`src/rtl/knr_pkg.sv`:
```
// ----------------------------------------------------------------------------
// knr_pkg
// Shared types, sizes, codes and tables of the knock rhythm matcher.
// ----------------------------------------------------------------------------
`default_nettype none

package knr_pkg;

	// Sizes of the interval store, the secret pattern and the ports
	localparam int MAX_KNOCKS    = 20;
	localparam int INTERVAL_BITS = 12;
	localparam int IN_BITS       = 12;
	localparam int PCT_BITS      = 7;
	localparam int PCT_FULL      = 100;
	localparam int IDX_W         = $clog2(MAX_KNOCKS);
	localparam int CNT_W         = $clog2(MAX_KNOCKS + 1);
	localparam int TOTAL_W       = $clog2(MAX_KNOCKS * PCT_FULL + 1);
	localparam int DIVD_W        = INTERVAL_BITS + PCT_BITS;
	localparam int STEP_W        = $clog2(PCT_BITS);
	localparam int SEEN_W        = 5;
	localparam int DEV_W         = 11;
	localparam int SEEN_MAX      = (1 << SEEN_W) - 1;
	localparam int DEV_MAX       = (1 << DEV_W) - 1;
	localparam int CFG_IDX_W     = 2;
	localparam int SAT_W         = (IN_BITS > INTERVAL_BITS) ? IN_BITS : INTERVAL_BITS;
	localparam int INTERVAL_MAX  = (1 << INTERVAL_BITS) - 1;

	// Result codes
	typedef enum logic [1:0] {
		VERDICT_ACCEPT      = 2'd0,
		VERDICT_SINGLE_OFF  = 2'd1,
		VERDICT_AVERAGE_OFF = 2'd2,
		VERDICT_STORED      = 2'd3
	} verdict_t;

	// Input word action codes
	localparam logic ACT_RECORD   = 1'b0;
	localparam logic ACT_EVALUATE = 1'b1;

	// Configuration register indexes
	localparam logic [CFG_IDX_W-1:0] REG_SINGLE  = CFG_IDX_W'(0);
	localparam logic [CFG_IDX_W-1:0] REG_AVERAGE = CFG_IDX_W'(1);

	// Sequencer states
	typedef enum logic [2:0] {
		ST_IDLE,
		ST_READ,
		ST_LOAD,
		ST_DIV,
		ST_FINISH
	} state_t;

	// Divider request and response
	typedef struct packed {
		logic                     start;
		logic [DIVD_W-1:0]        dividend;
		logic [INTERVAL_BITS-1:0] divisor;
	} div_req_t;

	typedef struct packed {
		logic                done;
		logic [PCT_BITS-1:0] quotient;
	} div_rsp_t;

	// Secret pattern value of an entry never programmed since reset
	function automatic logic [PCT_BITS-1:0] secret_init(input logic [IDX_W-1:0] idx);
		logic [PCT_BITS-1:0] val;
		case (int'(idx))
			0:       val = PCT_BITS'(50);
			1:       val = PCT_BITS'(25);
			2:       val = PCT_BITS'(25);
			3:       val = PCT_BITS'(50);
			4:       val = PCT_BITS'(100);
			5:       val = PCT_BITS'(50);
			default: val = '0;
		endcase
		return val;
	endfunction

	// Clamp an incoming interval to the stored width
	function automatic logic [INTERVAL_BITS-1:0] sat_interval(input logic [IN_BITS-1:0] v);
		logic [SAT_W-1:0] wide;
		wide = SAT_W'(v);
		if (wide > SAT_W'(INTERVAL_MAX)) begin
			return '1;
		end
		return INTERVAL_BITS'(wide);
	endfunction

endpackage

`default_nettype wire

```
`src/rtl/knr_ram.sv`:
```
// ----------------------------------------------------------------------------
// knr_ram
// Simple dual-port RAM: one write port, one read port with registered data.
// ----------------------------------------------------------------------------
`default_nettype none

module knr_ram #(
	parameter int DEPTH = 2,
	parameter int WIDTH = 1
) (
	input  wire logic                     clk,
	input  wire logic                     we,
	input  wire logic [$clog2(DEPTH)-1:0] waddr,
	input  wire logic [WIDTH-1:0]         wdata,
	input  wire logic [$clog2(DEPTH)-1:0] raddr,
	output logic      [WIDTH-1:0]         rdata
);

	logic [WIDTH-1:0] mem [DEPTH];

	// Write port
	always_ff @(posedge clk) begin
		if (we) begin
			mem[waddr] <= wdata;
		end
	end

	// Registered read port
	always_ff @(posedge clk) begin
		rdata <= mem[raddr];
	end

endmodule

`default_nettype wire

```
`src/rtl/knr_div.sv`:
```
// ----------------------------------------------------------------------------
// knr_div
// Restoring divider, one quotient bit per cycle, for a quotient that is
// known to fit in PCT_BITS bits.
// ----------------------------------------------------------------------------
`default_nettype none

module knr_div
	import knr_pkg::*;
(
	input  wire logic     clk,
	input  wire logic     arst_n,
	input  wire div_req_t req,
	output div_rsp_t      rsp
);

	logic                busy_q;
	logic                done_q;
	logic [STEP_W-1:0]   step_q;
	logic [DIVD_W-1:0]   rem_q;
	logic [DIVD_W-1:0]   dsh_q;
	logic [PCT_BITS-1:0] quo_q;
	logic                fits;

	assign fits = (rem_q >= dsh_q);

	// Step counter and handshake flags
	always_ff @(posedge clk or negedge arst_n) begin
		if (!arst_n) begin
			busy_q <= 1'b0;
			done_q <= 1'b0;
			step_q <= '0;
		end else begin
			done_q <= 1'b0;
			if (req.start) begin
				busy_q <= 1'b1;
				step_q <= '0;
			end else if (busy_q) begin
				if (step_q == STEP_W'(PCT_BITS - 1)) begin
					busy_q <= 1'b0;
					done_q <= 1'b1;
				end else begin
					step_q <= step_q + STEP_W'(1);
				end
			end
		end
	end

	// Subtract the shifted divisor and shift in one quotient bit
	always_ff @(posedge clk) begin
		if (req.start) begin
			rem_q <= req.dividend;
			dsh_q <= DIVD_W'(req.divisor) << (PCT_BITS - 1);
			quo_q <= '0;
		end else if (busy_q) begin
			if (fits) begin
				rem_q <= rem_q - dsh_q;
			end
			dsh_q <= dsh_q >> 1;
			quo_q <= {quo_q[PCT_BITS-2:0], fits};
		end
	end

	assign rsp.done     = done_q;
	assign rsp.quotient = quo_q;

endmodule

`default_nettype wire

```
`src/rtl/knock_rhythm_matcher.sv`:
```
// ----------------------------------------------------------------------------
// knock_rhythm_matcher
// Record word: accepted while idle, no result; the block stays ready for the next word.
// Evaluate word: walks all MAX_KNOCKS entries in turn, then gives one result; each entry
// takes one RAM read (ST_READ), one load (ST_LOAD) and a run of the bit-serial divider (ST_DIV).
// One evaluate is in flight at a time; a record word may enter while a result waits.
// Reset: thresholds 25 and 15, interval store empty, secret pattern back to its default.
// ----------------------------------------------------------------------------
`default_nettype none

module knock_rhythm_matcher
	import knr_pkg::*;
(
	input  wire logic                 clk,
	input  wire logic                 arst_n,
	// input words
	input  wire logic                 in_valid,
	output logic                      in_ready,
	input  wire logic                 action,
	input  wire logic [IN_BITS-1:0]   interval_ms,
	input  wire logic                 program_mode,
	// result words
	output logic                      out_valid,
	input  wire logic                 out_ready,
	output logic [1:0]                verdict,
	output logic [SEEN_W-1:0]         knocks_seen,
	output logic [DEV_W-1:0]          total_deviation,
	// configuration writes
	input  wire logic                 cfg_valid,
	output logic                      cfg_ready,
	input  wire logic [CFG_IDX_W-1:0] cfg_index,
	input  wire logic [PCT_BITS-1:0]  cfg_data
);

	localparam int THR_W   = PCT_BITS + 1 + CNT_W;
	localparam int CMP_W   = (THR_W > TOTAL_W) ? THR_W : TOTAL_W;
	localparam int SEENC_W = (CNT_W > SEEN_W) ? CNT_W : SEEN_W;
	localparam int DEVC_W  = (TOTAL_W > DEV_W) ? TOTAL_W : DEV_W;

	state_t                   state_q, state_d;
	logic [PCT_BITS-1:0]      single_q, avg_q;
	logic [CNT_W-1:0]         rec_cnt_q, seen_q, scnt_q;
	logic [INTERVAL_BITS-1:0] longest_q;
	logic [IDX_W-1:0]         idx_q;
	logic                     program_q;
	logic                     single_off_q;
	logic [TOTAL_W-1:0]       total_q;
	logic [PCT_BITS-1:0]      sec_q;
	logic                     live_s1, svld_s1;
	logic [MAX_KNOCKS-1:0]    secret_vld_q;

	logic                     out_valid_q;
	verdict_t                 verdict_q;
	logic [SEEN_W-1:0]        seen_out_q;
	logic [DEV_W-1:0]         dev_out_q;

	logic                     in_fire, rec_fire, eval_fire, store_free;
	logic                     last_entry, fin_load;
	logic [INTERVAL_BITS-1:0] iv_sat, iv_rd, iv_eff;
	logic [PCT_BITS-1:0]      sec_rd, sec_eff, quot_eff, diff;
	logic                     sec_we;
	logic [THR_W-1:0]         thr;
	verdict_t                 verdict_d;
	div_req_t                 div_req;
	div_rsp_t                 div_rsp;

	assign in_ready  = (state_q == ST_IDLE);
	assign cfg_ready = 1'b1;
	assign in_fire   = in_valid && in_ready;
	assign rec_fire  = in_fire && (action == ACT_RECORD);
	assign eval_fire = in_fire && (action == ACT_EVALUATE);
	assign store_free = (rec_cnt_q < CNT_W'(MAX_KNOCKS));
	assign iv_sat    = sat_interval(interval_ms);
	assign last_entry = (idx_q == IDX_W'(MAX_KNOCKS - 1));
	assign fin_load  = (state_q == ST_FINISH) && (!out_valid_q || out_ready);

	// Interval store: written on record while not full, read during the walk
	knr_ram #(
		.DEPTH (MAX_KNOCKS),
		.WIDTH (INTERVAL_BITS)
	) u_interval_ram (
		.clk   (clk),
		.we    (rec_fire && store_free),
		.waddr (rec_cnt_q[IDX_W-1:0]),
		.wdata (iv_sat),
		.raddr (idx_q),
		.rdata (iv_rd)
	);

	// Secret pattern: rewritten entry by entry in program mode
	assign sec_we = (state_q == ST_DIV) && div_rsp.done && program_q;

	knr_ram #(
		.DEPTH (MAX_KNOCKS),
		.WIDTH (PCT_BITS)
	) u_secret_ram (
		.clk   (clk),
		.we    (sec_we),
		.waddr (idx_q),
		.wdata (quot_eff),
		.raddr (idx_q),
		.rdata (sec_rd)
	);

	// Entries past the fill count read as zero, unprogrammed secrets as default
	assign iv_eff  = live_s1 ? iv_rd : '0;
	assign sec_eff = svld_s1 ? sec_rd : secret_init(idx_q);

	// Scale interval * 100 by the longest interval
	assign div_req.start    = (state_q == ST_LOAD);
	assign div_req.dividend = DIVD_W'(iv_eff) * DIVD_W'(PCT_FULL);
	assign div_req.divisor  = longest_q;

	knr_div u_div (
		.clk    (clk),
		.arst_n (arst_n),
		.req    (div_req),
		.rsp    (div_rsp)
	);

	assign quot_eff = (longest_q == '0) ? '0 : div_rsp.quotient;
	assign diff     = (quot_eff > sec_q) ? (quot_eff - sec_q) : (sec_q - quot_eff);

	// Final verdict: floor(total / count) > avg  <=>  total >= (avg + 1) * count
	assign thr = THR_W'(THR_W'(avg_q) + THR_W'(1)) * THR_W'(scnt_q);

	always_comb begin
		if (program_q) begin
			verdict_d = VERDICT_STORED;
		end else if (single_off_q) begin
			verdict_d = VERDICT_SINGLE_OFF;
		end else if (scnt_q == '0) begin
			verdict_d = VERDICT_AVERAGE_OFF;
		end else if (CMP_W'(total_q) >= CMP_W'(thr)) begin
			verdict_d = VERDICT_AVERAGE_OFF;
		end else begin
			verdict_d = VERDICT_ACCEPT;
		end
	end

	// Sequencer state register
	always_ff @(posedge clk or negedge arst_n) begin
		if (!arst_n) begin
			state_q <= ST_IDLE;
		end else begin
			state_q <= state_d;
		end
	end

	// Next state
	always_comb begin
		state_d = state_q;
		case (state_q)
			ST_IDLE: begin
				if (eval_fire) begin
					state_d = ST_READ;
				end
			end
			ST_READ:  state_d = ST_LOAD;
			ST_LOAD:  state_d = ST_DIV;
			ST_DIV: begin
				if (div_rsp.done) begin
					state_d = last_entry ? ST_FINISH : ST_READ;
				end
			end
			ST_FINISH: begin
				if (fin_load) begin
					state_d = ST_IDLE;
				end
			end
			default: state_d = ST_IDLE;
		endcase
	end

	// Thresholds
	always_ff @(posedge clk or negedge arst_n) begin
		if (!arst_n) begin
			single_q <= PCT_BITS'(25);
			avg_q    <= PCT_BITS'(15);
		end else if (cfg_valid && cfg_ready) begin
			case (cfg_index)
				REG_SINGLE:  single_q <= cfg_data;
				REG_AVERAGE: avg_q    <= cfg_data;
				default:     ;
			endcase
		end
	end

	// Fill count, longest interval and knock count; drop all after evaluate
	always_ff @(posedge clk or negedge arst_n) begin
		if (!arst_n) begin
			rec_cnt_q <= '0;
			seen_q    <= '0;
			longest_q <= '0;
		end else if (fin_load) begin
			rec_cnt_q <= '0;
			seen_q    <= '0;
			longest_q <= '0;
		end else if (rec_fire && store_free) begin
			rec_cnt_q <= rec_cnt_q + CNT_W'(1);
			if (iv_sat != '0) begin
				seen_q <= seen_q + CNT_W'(1);
			end
			if (iv_sat > longest_q) begin
				longest_q <= iv_sat;
			end
		end
	end

	// Secret entry valid bits
	always_ff @(posedge clk or negedge arst_n) begin
		if (!arst_n) begin
			secret_vld_q <= '0;
		end else if (sec_we) begin
			secret_vld_q[idx_q] <= 1'b1;
		end
	end

	// Walk control: entry index, mode, flags and running sums
	always_ff @(posedge clk or negedge arst_n) begin
		if (!arst_n) begin
			idx_q        <= '0;
			program_q    <= 1'b0;
			single_off_q <= 1'b0;
			total_q      <= '0;
			scnt_q       <= '0;
		end else begin
			case (state_q)
				ST_IDLE: begin
					if (eval_fire) begin
						idx_q        <= '0;
						program_q    <= program_mode;
						single_off_q <= 1'b0;
						total_q      <= '0;
						scnt_q       <= '0;
					end
				end
				ST_LOAD: begin
					if (sec_eff != '0) begin
						scnt_q <= scnt_q + CNT_W'(1);
					end
				end
				ST_DIV: begin
					if (div_rsp.done) begin
						if (!program_q && !single_off_q) begin
							if (diff > single_q) begin
								single_off_q <= 1'b1;
							end else begin
								total_q <= total_q + TOTAL_W'(diff);
							end
						end
						if (!last_entry) begin
							idx_q <= idx_q + IDX_W'(1);
						end
					end
				end
				default: ;
			endcase
		end
	end

	// Read-side pipeline: entry liveness and secret validity, then secret value
	always_ff @(posedge clk) begin
		if (state_q == ST_READ) begin
			live_s1 <= (CNT_W'(idx_q) < rec_cnt_q);
			svld_s1 <= secret_vld_q[idx_q];
		end
		if (state_q == ST_LOAD) begin
			sec_q <= sec_eff;
		end
	end

	// Result register: hold until taken
	always_ff @(posedge clk or negedge arst_n) begin
		if (!arst_n) begin
			out_valid_q <= 1'b0;
		end else if (fin_load) begin
			out_valid_q <= 1'b1;
		end else if (out_ready) begin
			out_valid_q <= 1'b0;
		end
	end

	always_ff @(posedge clk) begin
		if (fin_load) begin
			verdict_q <= verdict_d;
			if (SEENC_W'(seen_q) > SEENC_W'(SEEN_MAX)) begin
				seen_out_q <= SEEN_W'(SEEN_MAX);
			end else begin
				seen_out_q <= SEEN_W'(seen_q);
			end
			if (DEVC_W'(total_q) > DEVC_W'(DEV_MAX)) begin
				dev_out_q <= DEV_W'(DEV_MAX);
			end else begin
				dev_out_q <= DEV_W'(total_q);
			end
		end
	end

	assign out_valid       = out_valid_q;
	assign verdict         = verdict_q;
	assign knocks_seen     = seen_out_q;
	assign total_deviation = dev_out_q;

endmodule

`default_nettype wire

```
`config.mk`:
```
export PLATFORM = sky130hd
export DESIGN_NAME = knock_rhythm_matcher
export DESIGN_NICKNAME = d
export VERILOG_FILES = /design/src/rtl/knr_pkg.sv /design/src/rtl/knr_ram.sv /design/src/rtl/knr_div.sv /design/src/rtl/knock_rhythm_matcher.sv
export SDC_FILE = /design/constraint.sdc
export NUM_CORES = 1
export LEC_CHECK = 0
export BUFFER_PORTS_ARGS = -buffer_cell sky130_fd_sc_hd__buf_2
export CELL_PAD_IN_SITES_DETAIL_PLACEMENT = 1
export CELL_PAD_IN_SITES_GLOBAL_PLACEMENT = 1
export CORE_UTILIZATION = 35
export CTS_CLUSTER_SIZE = 14
export DETAILED_ROUTE_END_ITERATION = 10
export PLACE_DENSITY_LB_ADDON = 0.1
export SYNTH_ARGS = -nofsm -noshare
export SYNTH_HDL_FRONTEND = slang
export SYNTH_SLANG_ARGS = --single-unit
export TNS_END_PERCENT = 5
```
`constraint.sdc`:
```
create_clock -name clk -period 6 [get_ports clk]
set_input_delay 0.3 -clock clk [delete_from_list [all_inputs] [get_ports clk]]
set_output_delay 0.3 -clock clk [all_outputs]
set_load 0.005 [all_outputs]
```
==> results of run 1 <==
[synthesized netlist by cell type, drive strengths merged, types with 10 or more instances]
master  instances
nand2b         16
dfrtp          81
nand3          55
nor2b          17
buf            32
xor2           28
inv           150
clkbuf         58
mux2i          16
o21ai          82
dfxtp          34
o31ai          10
or3            10
nand4          14
a21o           25
ha            148
mux2           28
and2           29
or2            25
edfxtp        436
xnor2          31
a21oi          54
nor2          115
mux4          119
nand2         106
and3           14
nor3           17
fa             29
[metrics by stage]
| stage | std cells | util (%) | hold slack [ns] | instance area [um^2] |
|---|---|---|---|---|
| global placement | 2829 | 37.38 | 0.3532 | 28010 |
| floorplan | 1874 | - | 0.004409 | 26730 |
| CTS | 2955 | 40.31 | 0.06640 | 30210 |
| detailed placement | 2829 | 37.38 | 0.3637 | 28010 |
| finish | 2955 | 40.33 | 0.1006 | 30230 |
| global route | 2955 | 40.33 | 0.09448 | 30230 |
[cell families (layout without fill, tap and decap cells)]
logic type                 count (synthesis)  in the layout
AOI/OAI and AO/OA                        235            235
xor gates and xnor gates                  59             59
adders and majority gates                177            177
buffers and inverters                    242            354
DFF                                      558            558
muxes                                    163            163
other                                      1              1
and+or+nand+nor                          439            439
[metal layers]
| metal | vias to the layer above | global-route usage, % | share of wire (%) |
|---|---|---|---|
| li1 | 7038 | - | - |
| met1 | 7915 | 24.19 | 47 |
| met2 | 160 | 28.80 | 48 |
| met3 | 71 | 2.384 | 2.9 |
| met4 | 0 | 3.442 | 1.5 |
| met5 | - | 0 | 0 |
[sequential cells by signal, summed over array words and instances, names as in the netlist, 7 cells and up]
name / flops
u_div.quo_q: 7
u_div.rem_q: 19
secret_vld_q: 20
total_deviation: 11
u_div.dsh_q: 18
total_q: 11
u_interval_ram.mem: 240
u_secret_ram.mem: 140
longest_q: 12
u_secret_ram.rdata: 7
single_q: 7
sec_q: 7
avg_q: 7
u_interval_ram.rdata: 12
[what timing repair did]
action                                  in CTS  in global routing
gates resized for setup                      0                  3
endpoints found under the hold margin       53                  0
endpoints found under the setup margin       0                  1
hold buffers                                10                  0
[how the worst max path moves through the flow]
stage	start	end	depth (start not counted)	slack, ns
3_5_place_dp	avg_q[0]	verdict[1]	21	0.35
5_1_grt	longest_q[6]	total_q[9]	21	0.04
4_1_cts	avg_q[0]	verdict[1]	21	0.30
2_1_floorplan	avg_q[0]	verdict[1]	21	0.90
6_report	avg_q[0]	verdict[1]	20	0.41
3_3_place_gp	avg_q[0]	verdict[1]	21	0.49
[critical path: cells and delay by family, from the launching register on]
family / cells / cell delay, ns
fa+ha+maj: 6 / 2.40
flops: 1 / 0.62
buf+inv: 1 / 0.04
xor+xnor: 2 / 0.33
simple gates: 3 / 0.41
compound gates: 8 / 1.64
[power by group through the flow]
stage,sequential [uW],clock (uW),combinational [uW]
after floorplan,5040,0,4730
after global placement,5370,0,5990
after detailed placement,5380,0,6080
after CTS,5300,4030,6130
after global routing,5360,4150,6730
final,5290,3910,5990
[final cells by class]
class,count,share of cell area (%)
Clock buffer,85,5.683
Clock inverter,31,1.262
Inverter,152,1.887
Multi-Input combinational cell,1074,32.37
Sequential cell,558,52.91
Tap cell,969,4.011
Timing Repair Buffer,86,1.879
==> results by group, run 1 <==
STA
  • Max Clk Rate: roughly 180 MHz
  • Slew margin rel.: between 20% and 30%
  • Setup ws final: 0.4116 ns
  • Worst-margin pin slew: between 1 and 1.5 ns
  • Total setup violations reported at the end of the flow: 0
  • Tmin final: 5.588 ns
  • Fin. Hold Viols: 0
  • Fin crit share: just over 90%
  • Unrepaired setup endpoints after global routing: false
  • Skew final: 0.02892 ns
  • Slew Limit Fails: 0
  • TNS Setup: 0 ns

Critical path
  • WS Path Type: flop to flop
  • FF-to-FF setup slack: 0.41 ns
  • CP max FO: 10
  • Worst-path cell chain: ha_1, xor2_2, nand2_1, fa_1, fa_1, fa_1, inv_1, ha_1, a21oi_1, o21ai_1, a2111oi_0, or3_1, xor2_1, ha_1, nand2_1, o21ai_0, o221ai_1, a211oi_1, o31ai_1, o21ai_1
  • Slowest Stage Delay on Critical Path: 0.62 ns
  • RR Endpoint: verdict[1]
  • Critical path startpoint category: flop
  • WP data required: 6.48 ns
  • Worst r2r src: avg_q[0]
  • R2R cell count: 20
  • Setup crit end kind: flop
  • Worst path slowest cell: dfstp_2
  • Worst Path Arrival: 6.07 ns

Global routing
  • Total track usage: between 10% and 20%
  • Vias in the first global route: ~16k
  • Initial antenna violation count: 3
  • Largest net degree at the start of global routing: 79
  • Global-route wire length before repair: 101300 um
  • Grt total ovfl: 0

Clock tree
  • Clk root buf: clkbuf_16
  • TritonCTS Buffers: 61
  • Clock Path Buffers: 3
  • Clk Latency, worst-skew pair: ~0.64 ns
  • CTS tree: done
  • Post-CTS Setup Bufs: 0
  • Sink Count: around 560
  • H-tree depth: 2
  • Clock-pin slew on the worst setup and hold paths: 0.06 ns

Yosys
  • Async set or reset register ratio after synthesis: about 16%
  • Sequential-to-total area share from yosys stat: 59.79%
  • Ranking of synthesized cells by area: edfxtp_1 (49%), mux4_2 (10%), dfrtp_1 (7.6%), ha_1 (6.9%), dfxtp_1 (2.5%)
  • Mapped Area: 26730 um^2
  • #FFs+latches synth: 558
  • Largest family of logic cells by synthesized area: multiplexers
  • Synth Area per Inst: 14.26 um^2
  • Synth Area in Adders: a little under a tenth
  • EDFF count, synth: 436
  • Area share of the largest cell type after synthesis: 48.98%
  • Compound-Gate Fraction of Synth Area: 5.570%
  • Synth Flop Type: edfxtp_1
  • Syn Nets: 2079
  • Post-synth top area cell: edfxtp_1
  • Mapped Cells: between 1.5k and 2k
  • Synth Area in Simple Gates: 8.022%
  • Xor and xnor area share after synthesis: 1.933%
  • Post-synthesis mux area share: 11.80%
  • Distinct cells, synth: just under 80
  • Synthesis Warnings: 0

Cells and area
  • Area of the multi-input gates: between 9000 and 10000 um^2
  • N_diodes: 0
  • Layout area overhead: 13.08%
  • Most frequent cells in the layout: edfxtp_1 (436), inv_1 (150), ha_1 (148), mux4_2 (119), nand2_1 (106)
  • Sequential Area: between 15000 and 20000 um^2
  • # fillers: 7535
  • Ratio of cells with drive above 1 in the final layout: 18.83%
  • Commonest non-fill, non-tap cell in the layout: edfxtp_1
  • Fin nets: 2138

Floorplanning
  • Io pins: 49
  • Starting Density: 35.67%
  • Die ar.: roughly 77000 um^2
  • Die Width: 278.4 um
  • Num rows: 100
  • Die Y: approximately 280 um
  • Core Region: 74950 um^2

Placement
  • Port Buffers: 47
  • Post-place setup slack: 0.3534 ns
  • Gpl congestion: 0.7985
  • Detailed Place HPWL: around 44000 um

Power
  • Total design power: 15180 uW
  • Sequential share of power: around a third
  • Peak supply drop: approximately 0.31 mV
  • Comb power frac: 39.4%
  • Int Power: 9807 uW
  • Switching power: 5375 uW
  • Leak Pwr: between 0.01 and 0.015 uW
  • Sw Ratio: 35.41%
  • Clock power frac: 25.8%
  • PD cells: 502.2 nW/um^2

Min path
  • Min-delay src: in_valid
  • Hold depth: 5
  • Hold crit path type: input pin to flop
  • WHS Endpoint: state_q[2]

Detailed routing
  • DR iter-0 viols: 911
  • Drt first pass iters: 5
  • Drt drc: 0
  • Via-per-instance ratio: 5.138
  • DRT Wirelength: 66240 um
  • DR vias: 15.18k
  • Drt wl/cell: 22.42 um
  • Detail Route Antenna Nets: 0

Flow run
  • Max-Cap Viols: 0

Run status
  • Status: finished clean
Power figures use the tool's default switching activity.
==> run 2: changes to the inputs <==
Clock period 6 ns to 5.6 ns, I/O delays scaled along.
==> run 2 against run 1 <==
Against the previous run: worst hold slack improved by 0.015 ns; non-clock buffer count rose by 17; critical endpoint unchanged; clock power grew 7.9%; via count is 0.16% higher; power up 8.3%; sequential share of layout area shrank 0.32 points.
==> results by group, run 2 (synthesis gave the netlist of run 1 again) <==
Floorplanning
  • Die Y: 278.4 um (unchanged)
  • Num rows: 100 (unchanged)
  • Die ar.: 77490 um^2 (unchanged)
  • Die Width: 278.4 um (unchanged)
  • Starting Density: 35.67% (unchanged)
  • Io pins: 49 (unchanged)
  • Core Region: 74950 um^2 (unchanged)

Cells and area
  • Largest register FFs: 240 (unchanged)
  • N_diodes: 0 (unchanged)
  • Top reg by flops: u_interval_ram.mem
  • Most frequent cells in the layout: edfxtp_1 (436), inv_1 (150), ha_1 (147), mux4_2 (119), nor2_1 (107)
  • Largest regs: u_interval_ram.mem: 240 flops, u_secret_ram.mem: 140 flops, secret_vld_q: 20 flops
  • Layout area overhead: 13.76%
  • Fin nets: 2160 (+1.0%)
  • Ratio of cells with drive above 1 in the final layout: 19.32% (+0.49 points)
  • Commonest non-fill, non-tap cell in the layout: edfxtp_1

STA
  • Fin crit share: 94.68% (+1.5 points)
  • Setup ws final: 0.2980 ns (-0.1136 ns)
  • Total setup violations reported at the end of the flow: 0 (unchanged)
  • Worst-margin pin slew: 1.110 ns (-0.02683 ns)
  • Fin. Hold Viols: 0 (unchanged)
  • Slew Limit Fails: 0 (unchanged)
  • Tmin final: 5.302 ns (-0.2864 ns)
  • Skew final: 0.02642 ns (-0.002499 ns)
  • Max Clk Rate: 188.6 MHz (+5.4%)
  • Slew margin rel.: 25.52% (+1.6 points)

Power
  • Leak Pwr: 0.01167 uW (+0.74%)
  • PD cells: 540.6 nW/um^2 (+7.6%)
  • Clock power frac: 25.7% (about the same)
  • Sw Ratio: 35.95% (+0.54 points)
  • Total design power: 16440 uW (+8.3%)
  • Comb power frac: 40.3% (+0.9 points)
  • Sequential share of power: 34.0% (-0.8 points)
  • Peak supply drop: 0.2637 mV (-16%)
  • Switching power: 5909 uW (+9.9%)
  • Int Power: 10530 uW (+7.4%)

Global routing
  • Total track usage: 17.29% (-0.019 points)
  • Grt total ovfl: 0 (unchanged)
  • Largest net degree at the start of global routing: 68 (-14%)
  • Initial antenna violation count: 1 (-2)
  • Global-route wire length before repair: 101400 um (about the same)
  • Vias in the first global route: 16.52k (+1.5%)

Detailed routing
  • Drt wl/cell: 22.08 um (-1.5%)
  • Detail Route Antenna Nets: 0 (unchanged)
  • DR iter-0 viols: 901 (-1.1%)
  • DR vias: 15.21k (+0.16%)
  • Drt first pass iters: 4 (-1)
  • Via-per-instance ratio: 5.117 (-0.41%)
  • DRT Wirelength: 65620 um (-0.94%)
  • Drt drc: 0 (unchanged)

Clock tree
  • CTS tree: done
  • Clk Latency, worst-skew pair: 0.61 ns (-0.03 ns)
  • Sink Count: 558 (unchanged)
  • Clock Path Buffers: 3 (unchanged)
  • TritonCTS Buffers: 66 (+8.2%)
  • Clk root buf: clkbuf_16
  • Clock-pin slew on the worst setup and hold paths: 0.06 ns (about the same)
  • H-tree depth: 3 (+1)

Run status
  • Status: finished clean

Placement
  • Detailed Place HPWL: 44190 um (-0.68%)
  • Port Buffers: 47 (unchanged)
  • Post-place setup slack: -0.008013 ns (-0.3614 ns)
  • Gpl congestion: 0.7534 (-5.6%)

Critical path
  • WS Path Type: flop to flop
  • CP max FO: 5 (-5)
  • Setup crit end kind: flop
  • Worst Path Arrival: 5.76 ns (-0.31 ns)
  • Critical path startpoint category: flop
  • WP data required: 6.06 ns (-0.42 ns)

Flow run
  • Max-Cap Viols: 0 (unchanged)

Min path
  • Hold crit path type: input pin to flop
## run 2: final cells by class
cell class,count,area [um^2]
fill,7567,44540
inverter,152,570.5
sequential,558,15990
tap,969,1212
clock inverter,31,364.1
clock buffer,85,1754
multi-input combinational,1074,9819
timing repair buffer,103,695.7
## run 2: power groups by stage
stage	sequential [uW]	combinational (uW)	clock, uW
2_1_floorplan	5400	5070	0
3_3_place_gp	5690	6590	0
3_5_place_dp	5700	6670	0
4_1_cts	5620	6740	4350
5_1_grt	5670	7440	4500
6_report	5600	6620	4220
## run 2: per-layer routing
metal / wire length (um) / track usage [%] / part of all wire [%]
met1: 31390 / 24.14 / 48
met2: 31050 / 28.11 / 47
met3: 1703 / 2.636 / 2.6
met4: 1485 / 4.533 / 2.3
met5: 0 / 0 / 0
## run 2: path summary, 6_finish.rpt
| path | cells past startpoint | slack [ns] | from | to |
|---|---|---|---|---|
| setup reg to reg | 18 | 0.30 | avg_q[2] | verdict[1] |
| min in group asynchronous | 2 | 0.21 | arst_n | avg_q[6] |
| hold / removal | 5 | 0.12 | in_valid | state_q[2] |
| hold reg to reg | 1 | 0.46 | secret_vld_q[15] | secret_vld_q[15] |
| max in group asynchronous | 3 | 4.22 | arst_n | rec_cnt_q[3] |
| setup / recovery | 18 | 0.30 | avg_q[2] | verdict[1] |
## run 2: worst max-delay path, stage by stage (launching register included)
cell and delay (ns):
dfstp_2 0.61, and3_1 0.22, and3_1 0.20, xor2_1 0.35, and2_1 0.21, fa_1 0.43
fa_1 0.57, fa_1 0.45, ha_1 0.35, nor3_1 0.06, or3_1 0.42, xor2_1 0.18
ha_1 0.28, nand2_1 0.06, nor3_1 0.21, o221ai_1 0.14, a211oi_1 0.19, o31ai_1 0.10
o21ai_1 0.13
## run 2: what timing repair did
item / 4_1_cts / 5_1_grt
hold buffers: 10 / 0
resized for setup: 1 / 13
endpoints found under the setup margin: 1 / 1
pin swaps: 0 / 3
setup buffers: 0 / 1
endpoints found under the hold margin: 54 / 0
## run 2: stage by stage
step / std cells / hold WS (ns) / TNS (ns) / utilization, % / cell area, um^2
5_1_grt: 2972 / 0.1413 / -0.01178 / 40.57 / 30410
3_3_place_gp: 2845 / 0.3085 / 0 / 37.52 / 28120
6_report: 2972 / 0.1159 / 0 / 40.57 / 30410
4_1_cts: 2971 / 0.08381 / 0 / 40.49 / 30350
2_1_floorplan: 1874 / -0.01559 / 0 / - / 26730
3_5_place_dp: 2845 / 0.3210 / -0.008013 / 37.52 / 28120
==> run 3: changes to the inputs <==
Settings changed: ABC_AREA set to 0, CORE_UTILIZATION 35 to 53.
==> run 3 against run 2 <==
Against the previous run: clock power fell by 5%; critical path depth grew 3; global-route usage up 8.4 points; largest power group unchanged; worst hold slack got worse by 0.0031 ns; wire length decreased by 3.6%; utilization rose by 20 points; clock skew shrank 0.0066 ns.
==> results by group, run 3 (synthesis gave the netlist of run 1 again) <==
Run status
  • Status: finished clean

Detailed routing
  • DRT Wirelength: 63250 um (-3.6%)
  • DR iter-0 viols: 1054 (+17%)
  • Drt drc: 0 (unchanged)
  • Drt first pass iters: 5 (+1)
  • DR vias: 15.61k (+2.7%)
  • Drt wl/cell: 23.89 um (+8.2%)
  • Detail Route Antenna Nets: 0 (unchanged)
  • Via-per-instance ratio: 5.899 (+15%)

STA
  • Fin. Hold Viols: 0 (unchanged)
  • Slew margin rel.: 16.83% (-8.7 points)
  • Total setup violations reported at the end of the flow: 0 (unchanged)
  • Tmin final: 5.412 ns (+0.1105 ns)
  • Skew final: 0.01985 ns (-0.006574 ns)
  • Max Clk Rate: 184.8 MHz (-2.0%)
  • TNS Setup: 0 ns (unchanged)
  • Fin crit share: 96.65% (+2.0 points)
  • Worst-margin pin slew: 1.243 ns (+0.1326 ns)
  • Worst Hold Margin: 0.1128 ns (-0.003091 ns)
  • Slew Limit Fails: 0 (unchanged)
  • Unrepaired setup endpoints after global routing: true

Clock tree
  • CTS tree: done
  • Sink Count: 558 (unchanged)
  • TritonCTS Buffers: 57 (-14%)
  • Clk root buf: clkbuf_16
  • Clock Path Buffers: 3 (unchanged)
  • H-tree depth: 2 (-1)
  • Clk Latency, worst-skew pair: 0.63 ns (+0.02 ns)
  • Clock-pin slew on the worst setup and hold paths: 0.06 ns (about the same)

Cells and area
  • Fin area: 29830 um^2 (-1.9%)
  • Fin cells: 2647 (-11%)
  • Commonest non-fill, non-tap cell in the layout: edfxtp_1
  • Top reg by flops: u_interval_ram.mem
  • N_diodes: 0 (unchanged)
  • Ratio of cells with drive above 1 in the final layout: 19.21% (-0.11 points)
  • Largest regs: u_interval_ram.mem: 240 flops, u_secret_ram.mem: 140 flops, secret_vld_q: 20 flops
  • Most frequent cells in the layout: edfxtp_1 (436), inv_1 (150), ha_1 (146), mux4_2 (119), nor2_1 (114)
  • Fin nets: 2139 (-0.97%)
  • Layout area overhead: 11.58%
  • Largest register FFs: 240 (unchanged)

Critical path
  • WP depth: 21 (+3)
  • Worst Path Arrival: 5.89 ns (+0.13 ns)
  • R2R cell count: 21 (+3)
  • Origin of the worst setup path: avg_q[1]
  • Worst-path cell chain: ha_2, xor2_4, and2_1, fa_1, fa_1, inv_1, fa_1, inv_1, ha_1, inv_1, o21ai_2, a2111oi_2, or3_4, xor2_1, ha_1, nand2_1, nor3_1, o221ai_1, a211oi_2, o31ai_1, o21ai_1
  • CP max FO: 5 (unchanged)
  • Buf+Inv Stages, Crit Path: 3 (+3)
  • Slowest Stage Delay on Critical Path: 0.57 ns (-0.04 ns)
  • WS Path Type: flop to flop
  • Critical path startpoint category: flop
  • WP data required: 6.08 ns (+0.02 ns)
  • Worst r2r src: avg_q[1]
  • Worst path slowest cell: dfstp_2
  • Top cell family by delay on the critical path: adder cells
  • Setup crit end kind: flop

Power
  • PD cells: 543.0 nW/um^2 (+0.45%)
  • Total design power: 16200 uW (-1.5%)
  • Leak Pwr: 0.01158 uW (-0.77%)
  • Peak supply drop: 0.3076 mV (+17%)

Placement
  • Placed cells: 2528 (-11%)
  • Cell area after placement: 27630 um^2 (-1.7%)
  • Detailed Place HPWL: 42900 um (-2.9%)
  • Gpl congestion: 0.8820 (+17%)
  • Port Buffers: 47 (unchanged)

Floorplanning
  • Core Region: 49360 um^2 (-34%)
  • Die Width: 226.6 um (-19%)
  • Die Y: 226.6 um (-19%)
  • Die ar.: 51340 um^2 (-34%)
  • Starting Density: 54.16% (+18 points)
  • Num rows: 81 (-19%)
  • Io pins: 49 (unchanged)

Min path
  • Min-delay src: out_ready
  • Hold depth: 3 (-2)
  • Hold crit path type: input pin to flop

Global routing
  • Initial antenna violation count: 1 (unchanged)
  • Global-route wire length before repair: 98430 um (-2.9%)
  • Largest net degree at the start of global routing: 64 (-5.9%)
  • Grt total ovfl: 0 (unchanged)
  • Total track usage: 25.66% (+8.4 points)
  • Vias in the first global route: 16.85k (+2.0%)

Flow run
  • Max-Cap Viols: 0 (unchanged)
run 3: area by class of cell:
cell class / instances / area, um^2
Clock buffer: 69 / 1543
Clock inverter: 39 / 457.9
Fill cell: 4639 / 19530
Inverter: 152 / 570.5
Multi-Input combinational cell: 1074 / 9832
Sequential cell: 558 / 15990
Tap cell: 664 / 830.8
Timing Repair Buffer: 91 / 603.1
run 3: power breakdown:
part	internal (uW)	switching [uW]	leakage, uW
clock network	2380	1640	0.000978
registers	5140	524	0.00541
logic	2900	3610	0.00519
total	10400	5770	0.0116
run 3: timing repair:
| item | 4_1_cts | 5_1_grt |
|---|---|---|
| hold buffers | 9 | 0 |
| gates resized for setup | 2 | 17 |
| pin swaps | 0 | 2 |
| endpoints found under the setup margin | 1 | 4 |
| endpoints found under the hold margin | 48 | 0 |
| setup buffers | 0 | 2 |
run 3: through the flow:
stage          worst slack [ns]  utilization [%]
2_1_floorplan            0.4990                -
3_3_place_gp             0.2177            55.99
3_5_place_dp           -0.08767            55.99
4_1_cts                 0.03636            60.24
5_1_grt                -0.06709            60.44
6_report                 0.1875            60.44
run 3: worst register-to-register path, delay by kind of cell, from the launching register on:
| family | cells | cell delay (ns) |
|---|---|---|
| AO/OA/AOI/OAI | 6 | 0.87 |
| XOR/XNOR | 2 | 0.38 |
| adder cells (fa/ha/maj) | 6 | 2.39 |
| buffers and inverters | 3 | 0.18 |
| flip-flops | 1 | 0.57 |
| AND/OR/NAND/NOR | 4 | 0.88 |
run 3: path summary, 6_finish.rpt:
path | slack [ns] | endpoint
max reg2reg | 0.19 | verdict[1]
min in group asynchronous | 0.18 | avg_q[4]
min reg2reg | 0.46 | secret_vld_q[9]
max | 0.19 | verdict[1]
max in group asynchronous | 4.16 | idx_q[0]
min | 0.11 | out_valid
run 3: metal layers:
layer | vias to the layer above | wire, um | track usage [%]
li1 | 7038 | - | -
met1 | 8129 | 27920 | 35.45
met2 | 340 | 31230 | 42.99
met3 | 105 | 2590 | 3.499
met4 | 2 | 1498 | 6.713
met5 | - | 10 | 0
